`config.mk`:
```
export PLATFORM = sky130hd
export DESIGN_NAME = keypad_code_lock
export DESIGN_NICKNAME = d
export VERILOG_FILES = /design/src/rtl/core/kcl_pkg.sv /design/src/rtl/core/kcl_key_decode.sv /design/src/rtl/core/kcl_code_store.sv /design/src/rtl/core/keypad_code_lock.sv
export SDC_FILE = /design/constraint.sdc
export NUM_CORES = 1
export LEC_CHECK = 0
export BUFFER_PORTS_ARGS = -buffer_cell sky130_fd_sc_hd__buf_2
export CAP_MARGIN = 10
export CORE_UTILIZATION = 60
export CTS_CLUSTER_DIAMETER = 120
export DETAILED_ROUTE_END_ITERATION = 8
export HOLD_SLACK_MARGIN = 0.1
export PLACE_DENSITY = 0.78
export SYNTH_ARGS = -nofsm -noshare
export SYNTH_HDL_FRONTEND = slang
export SYNTH_SLANG_ARGS = --single-unit
```
`constraint.sdc`:
```
create_clock -name clk -period 6.65 [get_ports clk]
set_input_delay 0.9975 -clock clk [delete_from_list [all_inputs] [get_ports clk]]
set_output_delay 0.9975 -clock clk [all_outputs]
set_load 0.1 [all_outputs]
```
`src/rtl/core/kcl_pkg.sv`:
```
`default_nettype none
package kcl_pkg;

  localparam int unsigned ROW_W = 4;
  localparam int unsigned COL_W = 2;
  localparam int unsigned KEY_W = 5;
  localparam int unsigned SEG_W = 8;
  localparam int unsigned DEB_W = 8;
  localparam int unsigned PER_W = 4;
  localparam int unsigned SINCE_CHG_W = 9;

  localparam logic [KEY_W-1:0] KEY_NONE = 5'd31;
  localparam logic [SEG_W-1:0] SEG_BLANK = 8'hFF;

  // configuration register indexes
  localparam logic CFG_DEBOUNCE = 1'b0;
  localparam logic CFG_SCAN_PERIOD = 1'b1;

  // decoded key seen on the scanned column
  typedef struct packed {
    logic       pressed;
    logic       enterable;  // digit or A-D; star and hash are not
    logic [3:0] pos;        // row*4 + column
    logic [3:0] code;       // 0-9, A-D = 10-13
  } kcl_key_t;

  // key entry request towards the code store
  typedef struct packed {
    logic       step;
    logic       enter;
    logic [3:0] code;
    logic [1:0] col;
  } kcl_entry_t;

  // state of the code store after the tick
  typedef struct packed {
    logic             locked;
    logic             enrolling;
    logic [SEG_W-1:0] segments;
  } kcl_status_t;

  // keypad position to {enterable, code}
  function automatic logic [4:0] key_entry(input logic [3:0] pos);
    logic [4:0] r;
    unique case (pos)
      4'd0:  r = {1'b1, 4'd1};
      4'd1:  r = {1'b1, 4'd2};
      4'd2:  r = {1'b1, 4'd3};
      4'd3:  r = {1'b1, 4'd10};
      4'd4:  r = {1'b1, 4'd4};
      4'd5:  r = {1'b1, 4'd5};
      4'd6:  r = {1'b1, 4'd6};
      4'd7:  r = {1'b1, 4'd11};
      4'd8:  r = {1'b1, 4'd7};
      4'd9:  r = {1'b1, 4'd8};
      4'd10: r = {1'b1, 4'd9};
      4'd11: r = {1'b1, 4'd12};
      4'd13: r = {1'b1, 4'd0};
      4'd15: r = {1'b1, 4'd13};
      default: r = {1'b0, 4'd0};  // star, hash
    endcase
    return r;
  endfunction

  function automatic logic [SEG_W-1:0] seg_pattern(input logic [3:0] code);
    logic [SEG_W-1:0] s;
    unique case (code)
      4'd0:  s = 8'h40;
      4'd1:  s = 8'h79;
      4'd2:  s = 8'h24;
      4'd3:  s = 8'h30;
      4'd4:  s = 8'h19;
      4'd5:  s = 8'h12;
      4'd6:  s = 8'h02;
      4'd7:  s = 8'h78;
      4'd8:  s = 8'h80;
      4'd9:  s = 8'h18;
      4'd10: s = 8'h08;
      4'd11: s = 8'h03;
      4'd12: s = 8'h46;
      4'd13: s = 8'h21;
      4'd14: s = 8'h06;
      default: s = 8'h0E;
    endcase
    return s;
  endfunction

endpackage
`default_nettype wire

```
`src/rtl/core/kcl_key_decode.sv`:
```
`default_nettype none
module kcl_key_decode (
  input  wire logic [kcl_pkg::ROW_W-1:0] row_lines,
  input  wire logic [kcl_pkg::COL_W-1:0] col,
  output kcl_pkg::kcl_key_t              key
);

  logic [4:0] ent;

  always_comb begin
    key = '0;
    // highest pressed row wins
    for (int j = 0; j < kcl_pkg::ROW_W; j++) begin
      if (!row_lines[j]) begin
        key.pressed = 1'b1;
        key.pos = {2'(j), col};
      end
    end
    ent = kcl_pkg::key_entry(key.pos);
    key.enterable = ent[4];
    key.code = ent[3:0];
  end

endmodule
`default_nettype wire

```
`src/rtl/core/kcl_code_store.sv`:
```
`default_nettype none
module kcl_code_store #(
  parameter int unsigned CODE_LENGTH = 4
) (
  input  wire logic                clk,
  input  wire logic                rst_n,
  input  wire kcl_pkg::kcl_entry_t entry,
  output kcl_pkg::kcl_status_t     status
);

  localparam int unsigned CNT_W = $clog2(CODE_LENGTH + 1);
  localparam int unsigned IDX_W = (CODE_LENGTH > 1) ? $clog2(CODE_LENGTH) : 1;
  localparam int unsigned DW = (CNT_W > 2) ? CNT_W : 2;
  localparam logic [CNT_W-1:0] LEN = CNT_W'(CODE_LENGTH);

  logic [3:0]       attempt_r [CODE_LENGTH];
  logic [3:0]       attempt_nxt [CODE_LENGTH];
  logic [3:0]       stored_r [CODE_LENGTH];
  logic [3:0]       stored_nxt [CODE_LENGTH];
  logic [CNT_W-1:0] cnt_r, cnt_nxt;
  logic             lock_r, lock_nxt;
  logic             enrol_r, enrol_nxt;

  logic [CNT_W-1:0] base;
  logic [CNT_W-1:0] cnt_inc;
  logic             same;
  logic [DW-1:0]    cnt_ext, col_ext, pos;
  logic             show;

  always_comb begin
    attempt_nxt = attempt_r;
    stored_nxt = stored_r;
    cnt_nxt = cnt_r;
    lock_nxt = lock_r;
    enrol_nxt = enrol_r;

    // a full group restarts at entry 0 on the next key
    base = (cnt_r >= LEN) ? '0 : cnt_r;
    cnt_inc = base + CNT_W'(1);
    if (entry.enter) begin
      attempt_nxt[base[IDX_W-1:0]] = entry.code;
    end

    same = 1'b1;
    for (int i = 0; i < CODE_LENGTH; i++) begin
      if (stored_r[i] != attempt_nxt[i]) begin
        same = 1'b0;
      end
    end

    if (entry.enter) begin
      cnt_nxt = cnt_inc;
      if (cnt_inc == LEN) begin
        if (enrol_r) begin
          stored_nxt = attempt_nxt;
          cnt_nxt = '0;
          lock_nxt = 1'b1;
          enrol_nxt = 1'b0;
        end else begin
          lock_nxt = !same;
        end
      end
    end

    // digit d shows the d-th most recent key of an unfinished group
    cnt_ext = DW'(cnt_nxt);
    col_ext = DW'(entry.col);
    show = (col_ext < cnt_ext) && (cnt_nxt < LEN);
    pos = cnt_ext - DW'(1) - col_ext;

    status.locked = lock_nxt;
    status.enrolling = enrol_nxt;
    status.segments = show ? kcl_pkg::seg_pattern(attempt_nxt[pos[IDX_W-1:0]])
                           : kcl_pkg::SEG_BLANK;
  end

  always_ff @(posedge clk) begin
    if (!rst_n) begin
      cnt_r <= '0;
      lock_r <= 1'b0;
      enrol_r <= 1'b1;
      for (int i = 0; i < CODE_LENGTH; i++) begin
        attempt_r[i] <= '0;
        stored_r[i] <= '0;
      end
    end else if (entry.step) begin
      cnt_r <= cnt_nxt;
      lock_r <= lock_nxt;
      enrol_r <= enrol_nxt;
      attempt_r <= attempt_nxt;
      stored_r <= stored_nxt;
    end
  end

endmodule
`default_nettype wire

```
`src/rtl/core/keypad_code_lock.sv`:
```
// Keypad code lock, one tick per request.
// A request is registered in the input stage, and its result in the result stage.
// Throughput: one request per cycle; the input and result registers each
// stall only while the next stage holds.
// Reset (synchronous, rst_n low): pipeline empty, debounce 20, scan period 2,
// column 0, enrollment mode, unlocked, all key and code storage cleared.
`default_nettype none
module keypad_code_lock #(
  parameter int unsigned CODE_LENGTH = 4
) (
  input  wire logic        clk,
  input  wire logic        rst_n,
  input  wire logic        cfg_we,
  input  wire logic        cfg_index,
  input  wire logic [7:0]  cfg_wdata,
  input  wire logic        in_tvalid,
  output      logic        in_tready,
  input  wire logic [7:0]  in_tdata,   // [3:0] row_lines
  output      logic        out_tvalid,
  input  wire logic        out_tready,
  output      logic [15:0] out_tdata   // [1:0] scan_column, [2] display_update,
                                       // [4:3] display_digit, [12:5] segments,
                                       // [13] locked, [14] enrolling
);

  localparam int unsigned SCW = kcl_pkg::SINCE_CHG_W;
  localparam logic [SCW-1:0] SC_MAX = '1;
  localparam logic [kcl_pkg::PER_W-1:0] SS_MAX = '1;

  // configuration
  logic [kcl_pkg::DEB_W-1:0] debounce_r;
  logic [kcl_pkg::PER_W-1:0] period_r;

  // input stage
  logic                      in_valid_r;
  logic [kcl_pkg::ROW_W-1:0] in_rows_r;

  // scan state
  logic [kcl_pkg::COL_W-1:0] col_r, col_nxt;
  logic [kcl_pkg::KEY_W-1:0] last_key_r [4];
  logic [SCW-1:0]            since_change_r, since_change_nxt;
  logic [kcl_pkg::PER_W-1:0] since_scan_r, since_scan_nxt;

  // result stage
  logic        out_valid_r;
  logic [15:0] out_data_r, out_data_nxt;

  logic                      move;
  kcl_pkg::kcl_key_t         key;
  kcl_pkg::kcl_entry_t       entry;
  kcl_pkg::kcl_status_t      status;
  logic [kcl_pkg::KEY_W-1:0] key_val;
  logic [SCW-1:0]            sc_inc;
  logic                      change;
  logic                      upd;
  logic [kcl_pkg::SEG_W-1:0] seg;

  assign move = in_valid_r && (!out_valid_r || out_tready);
  assign in_tready = !in_valid_r || move;
  assign out_tvalid = out_valid_r;
  assign out_tdata = out_data_r;

  kcl_key_decode u_decode (
    .row_lines (in_rows_r),
    .col       (col_r),
    .key       (key)
  );

  kcl_code_store #(
    .CODE_LENGTH (CODE_LENGTH)
  ) u_store (
    .clk    (clk),
    .rst_n  (rst_n),
    .entry  (entry),
    .status (status)
  );

  always_comb begin
    key_val = key.pressed ? ({1'b0, key.pos} + 5'd1) : kcl_pkg::KEY_NONE;
    sc_inc = (since_change_r == SC_MAX) ? since_change_r : since_change_r + SCW'(1);
    change = (last_key_r[col_r] != key_val) && (sc_inc > SCW'(debounce_r));
    since_change_nxt = change ? '0 : sc_inc;

    entry.step = move;
    entry.enter = move && change && key.pressed && key.enterable;
    entry.code = key.code;
    entry.col = col_r;

    since_scan_nxt = (since_scan_r == SS_MAX) ? since_scan_r
                                              : since_scan_r + kcl_pkg::PER_W'(1);
    upd = (since_scan_nxt >= period_r);
    col_nxt = col_r;
    if (upd) begin
      since_scan_nxt = '0;
      col_nxt = col_r + kcl_pkg::COL_W'(1);
    end
    seg = upd ? status.segments : kcl_pkg::SEG_BLANK;

    out_data_nxt = {1'b0, status.enrolling, status.locked, seg,
                    upd ? col_r : kcl_pkg::COL_W'(0), upd, col_r};
  end

  always_ff @(posedge clk) begin
    if (!rst_n) begin
      debounce_r <= 8'd20;
      period_r <= 4'd2;
    end else if (cfg_we) begin
      unique case (cfg_index)
        kcl_pkg::CFG_DEBOUNCE:    debounce_r <= cfg_wdata;
        kcl_pkg::CFG_SCAN_PERIOD: period_r <= cfg_wdata[kcl_pkg::PER_W-1:0];
        default: ;
      endcase
    end
  end

  always_ff @(posedge clk) begin
    if (!rst_n) begin
      in_valid_r <= 1'b0;
    end else if (in_tready) begin
      in_valid_r <= in_tvalid;
    end
  end

  always_ff @(posedge clk) begin
    if (in_tready && in_tvalid) begin
      in_rows_r <= in_tdata[kcl_pkg::ROW_W-1:0];
    end
  end

  always_ff @(posedge clk) begin
    if (!rst_n) begin
      col_r <= '0;
      since_change_r <= '0;
      since_scan_r <= '0;
      for (int i = 0; i < 4; i++) begin
        last_key_r[i] <= '0;
      end
    end else if (move) begin
      col_r <= col_nxt;
      since_change_r <= since_change_nxt;
      since_scan_r <= since_scan_nxt;
      if (change) begin
        last_key_r[col_r] <= key_val;
      end
    end
  end

  always_ff @(posedge clk) begin
    if (!rst_n) begin
      out_valid_r <= 1'b0;
    end else if (!out_valid_r || out_tready) begin
      out_valid_r <= in_valid_r;
    end
  end

  always_ff @(posedge clk) begin
    if (move) begin
      out_data_r <= out_data_nxt;
    end
  end

  // no refresh means digit 0 and a blank pattern
  a_blank_idle: assert property (@(posedge clk) disable iff (!rst_n)
    (out_valid_r && !out_data_r[2]) |-> (out_data_r[4:3] == 2'd0 && out_data_r[12:5] == 8'hFF))
    else $error("display data without refresh");

  // the block cannot be locked while still enrolling
  a_enrol_unlocked: assert property (@(posedge clk) disable iff (!rst_n)
    (out_valid_r && out_data_r[14]) |-> !out_data_r[13])
    else $error("locked during enrollment");

  // the column holds when no advance was due
  a_col_hold: assert property (@(posedge clk) disable iff (!rst_n)
    (move && !upd) |=> $stable(col_r))
    else $error("column moved without advance");

endmodule
`default_nettype wire

```
==> impl_metrics.csv <==
group,metric,value,unit
outcome,status,"completed",
global_route,global_route.overflow_total,0,
cells_and_area,commonest_cells_after_routing_fill_and_taps_aside,"90 x nor2_1, 68 x dfxtp_1, 64 x nand2_1",
job,cap_viol_max_count,0,
clocking,clk_root_buffer_cell,"clkbuf_8",
cells_and_area,num_antenna_cells,0,
pwr,cellPowerDensity,210,mW/mm2
worst_setup_path,critical_path.reg2reg.endpoint,"out_tdata[8]",
pwr,netSwitchingFraction,25.3,%
pwr,total_power,1270,uW
pwr,internal_power,950,uW
cells_and_area,post_route_cells_drive_above_1_share,12.1,%
clocking,cts_hold_buf,0,
placement,place.detailed.instances,712,
sta,final-setup-viol-count,0,
worst_setup_path,worst-r2r-setup-slack,0.82,ns
sta,finalMaxSlewViolations,0,
yosys,largest_family_of_logic_cells_by_synthesized_area,"simple AND/OR/NAND/NOR gates",
sta,fin_crit,5.83,ns
floorplanning,core_area,0.00889,mm2
worst_setup_path,critical_path_required,6.76,ns
global_route,grtUsageMet3,3.97,%
worst_setup_path,critical_path.startpoint_type,"flop",
route,drt_iter0_markers,223,
sta,timing_hold_violations_final,0,
yosys,synth_ff_type,"dfxtp_1",
route,detail_route.wirelength,11000,um
pwr,power.sequential.fraction,55.3,%
route,wl_per_cell,15.1,um
route,detail_route.vias_per_cell,5.69,
sta,grt_setup_unrepaired,"no",
global_route,grt_antenna_before_repair,0,
global_route,pin_count_of_the_biggest_net_entering_global_routing,67,
sta,timing.hold.ws,0.459,ns
route,drt_drc_violations_left,0,
global_route,grt.met2_usage,42.5,%
yosys,ys_seq_area_share,45.1,%
pwr,power_frac_clock,33.4,%
yosys,synthesis.instances,590,
sta,finClkSkew,0.0118,ns
placement,io_buffers,34,
pwr,pwr-share-comb,11.3,%
floorplanning,io_pins,40,
yosys,synth_simple_gate_area_share,20.1,%
yosys,synth_cell_type_count,61,
floorplanning,design.die.area,0.00975,mm2
worst_setup_path,crit_path_max_incr_delay,0.41,ns
yosys,synth-edff-count,39,
cells_and_area,finish.cell_count_without_fillers,728,
yosys,synthAdderAreaFrac,7.13,%
floorplanning,row_count,34,
yosys,syn-num-nets,644,
worst_setup_path,crit_arrival,5.94,ns
worst_setup_path,critical_path.endpoint_type,"flop",
global_route,first_global_vias,4108,
worst_setup_path,worst_setup_path_startpoint,"since_change_r[0]",
clocking,tritoncts_clock_tree,"yes",
global_route,first_pass_grt_wire_length,19100,um
yosys,synth.mux.area_fraction,5.64,%
clocking,postCtsSetupBuffers,0,
worst_setup_path,path_class,"reg -> reg",
yosys,synth_xor_area_share,5.26,%
yosys,mapped_area,0.00562,mm2
cells_and_area,area_growth_syn_to_layout,7.62,%
yosys,post_synth.cell_area_avg,9.52,um2
cells_and_area,layout.cells.most_common,"nor2_1",
worst_setup_path,r2r-start,"since_change_r[0]",
worst_setup_path,crit_path_frequent_cell,"nand2_1",
worst_setup_path,rr_worst_depth,28,
sta,tns,0,ns
clocking,max_clock_buf_depth,2,
yosys,synth-compound-area-share,12.3,%
sta,final.period_utilization,87.7,%
yosys,synth_async_sr_flop_share,0,%
clocking,cts_buffers,9,
clocking,clock_latency,0.37,ns
worst_setup_path,timing.critical_path.slowest_stage_cell,"dfxtp_1",
worst_setup_path,worst-path-max-fanout,12,
sta,clock.fmax,0.171,GHz
floorplanning,initial_core_utilization,63.2,%
clocking,clock_sink_count,107,
min_path,holdCritStartpoint,"period_r[2]",
sta,timing_worst_slew_pin_value,1.09,ns
yosys,flop_and_latch_count_out_of_synthesis,107,
global_route,overall_fraction_of_global_route_tracks_in_use,24.7,%
pwr,netSwitchingPower,322,uW
sta,timing.slew.headroom,27.5,%
clocking,clk_pin_slew,0.09,ns
route,dr_total_vias,4139,
min_path,min_path_cells,2,
clocking,htree_num_levels,3,
pwr,cellLeakagePower,0.00235,uW
floorplanning,fp.dieW,98.8,um
placement,dp_hpwl,8050,um
placement,placer_congestion_estimate,0.849,
route,drt_pass1_iterations,4,
route,detail-route-antenna-nets,0,
min_path,hold_end,"period_r[2]",
global_route,globalRoute.busiestLayer,"met2",
pwr,ir_worst_vdd,0.0000911,V
yosys,yosysWarningCount,0,
cells_and_area,final_net_count,669,
min_path,holdCritPathClass,"reg -> reg",
floorplanning,chipHeight,98.8,um
global_route,use_met1,31.3,%
[power by group through the flow]
stage / clock, uW / sequential (uW) / combinational [uW]
2_1_floorplan: 0 / 731 / 98.4
3_3_place_gp: 0 / 717 / 137
3_5_place_dp: 0 / 718 / 142
4_1_cts: 431 / 703 / 143
5_1_grt: 455 / 705 / 158
6_report: 425 / 703 / 143
[metrics by stage]
| step | area (um2) | setup slack [ns] | util [%] |
|---|---|---|---|
| 6_report | 6040 | 0.817 | 68.0 |
| 5_1_grt | 6040 | 0.210 | 68.0 |
| 4_1_cts | 6040 | 0.676 | 67.9 |
| 3_5_place_dp | 5830 | 0.701 | 65.6 |
| 3_3_place_gp | 5830 | 0.909 | 65.6 |
| 2_1_floorplan | 5620 | 0.883 | - |
[worst max path at each step]
stage          cells after the start  slack, ns            to
2_1_floorplan                     23       0.88  out_tdata[8]
3_3_place_gp                      28       0.91  out_tdata[8]
3_5_place_dp                      28       0.70  out_tdata[8]
4_1_cts                           28       0.68  out_tdata[8]
5_1_grt                           28       0.21  out_tdata[8]
6_report                          28       0.82  out_tdata[8]
[kinds of logic after synthesis]
kind of cell | Yosys count
other cells | 2
simple gates | 241
fa+ha+maj | 32
compound gates | 98
mux | 24
buf+inv | 54
flops | 107
xor+xnor | 32
[registers in the layout (all words and copies together) (netlist names), 2 cells and up, named ones only]
name,count
col_r,2
debounce_r,8
in_rows_r,4
last_key_r,20
out_tdata,15
period_r,4
since_change_r,9
since_scan_r,4
u_store.attempt_r,16
u_store.cnt_r,3
u_store.stored_r,16
[area by class of cell]
type / count / area (um2)
inverter: 27 / 101
timing repair buffer: 41 / 223
tap: 108 / 135
sequential: 107 / 2530
clock inverter: 5 / 76.3
fill: 708 / 2850
multi-input combinational: 429 / 2850
clock buffer: 11 / 131
[Yosys cell counts (8+ instances only)]
| cell | instances | area, um2 |
|---|---|---|
| xnor2_1 | 24 | 210 |
| nor3_1 | 14 | 70.1 |
| clkbuf_1 | 18 | 67.6 |
| dfxtp_1 | 68 | 1360 |
| ha_1 | 32 | 400 |
| a21oi_1 | 36 | 180 |
| edfxtp_1 | 39 | 1170 |
| nand3_1 | 21 | 105 |
| nand2b_1 | 8 | 50.1 |
| a211oi_1 | 13 | 97.6 |
| mux2i_1 | 17 | 170 |
| nor2_1 | 90 | 338 |
| inv_1 | 27 | 101 |
| nand2_1 | 64 | 240 |
[per-layer routing]
layer	wire [um]	share of wire (%)	vias to the layer above
met3	396	3.6	20
met4	248	2.3	0
li1	-	-	2118
met1	4980	45	1925
met2	5340	49	76
met5	0	0	-
[critical path: cells and delay by family, from the launching register on]
family	cells	cell delay (ns)
simple gates	10	1.53
compound gates	10	1.77
fa+ha+maj	4	1.12
xor+xnor	2	0.48
flops	1	0.41
buf+inv	2	0.30
[what timing repair did]
item / in CTS / in global routing
endpoints found under the hold margin: 0 / 0
resized for setup: 0 / 1
setup endpoints to repair: 0 / 1
(Power assumes the default switching activity.)
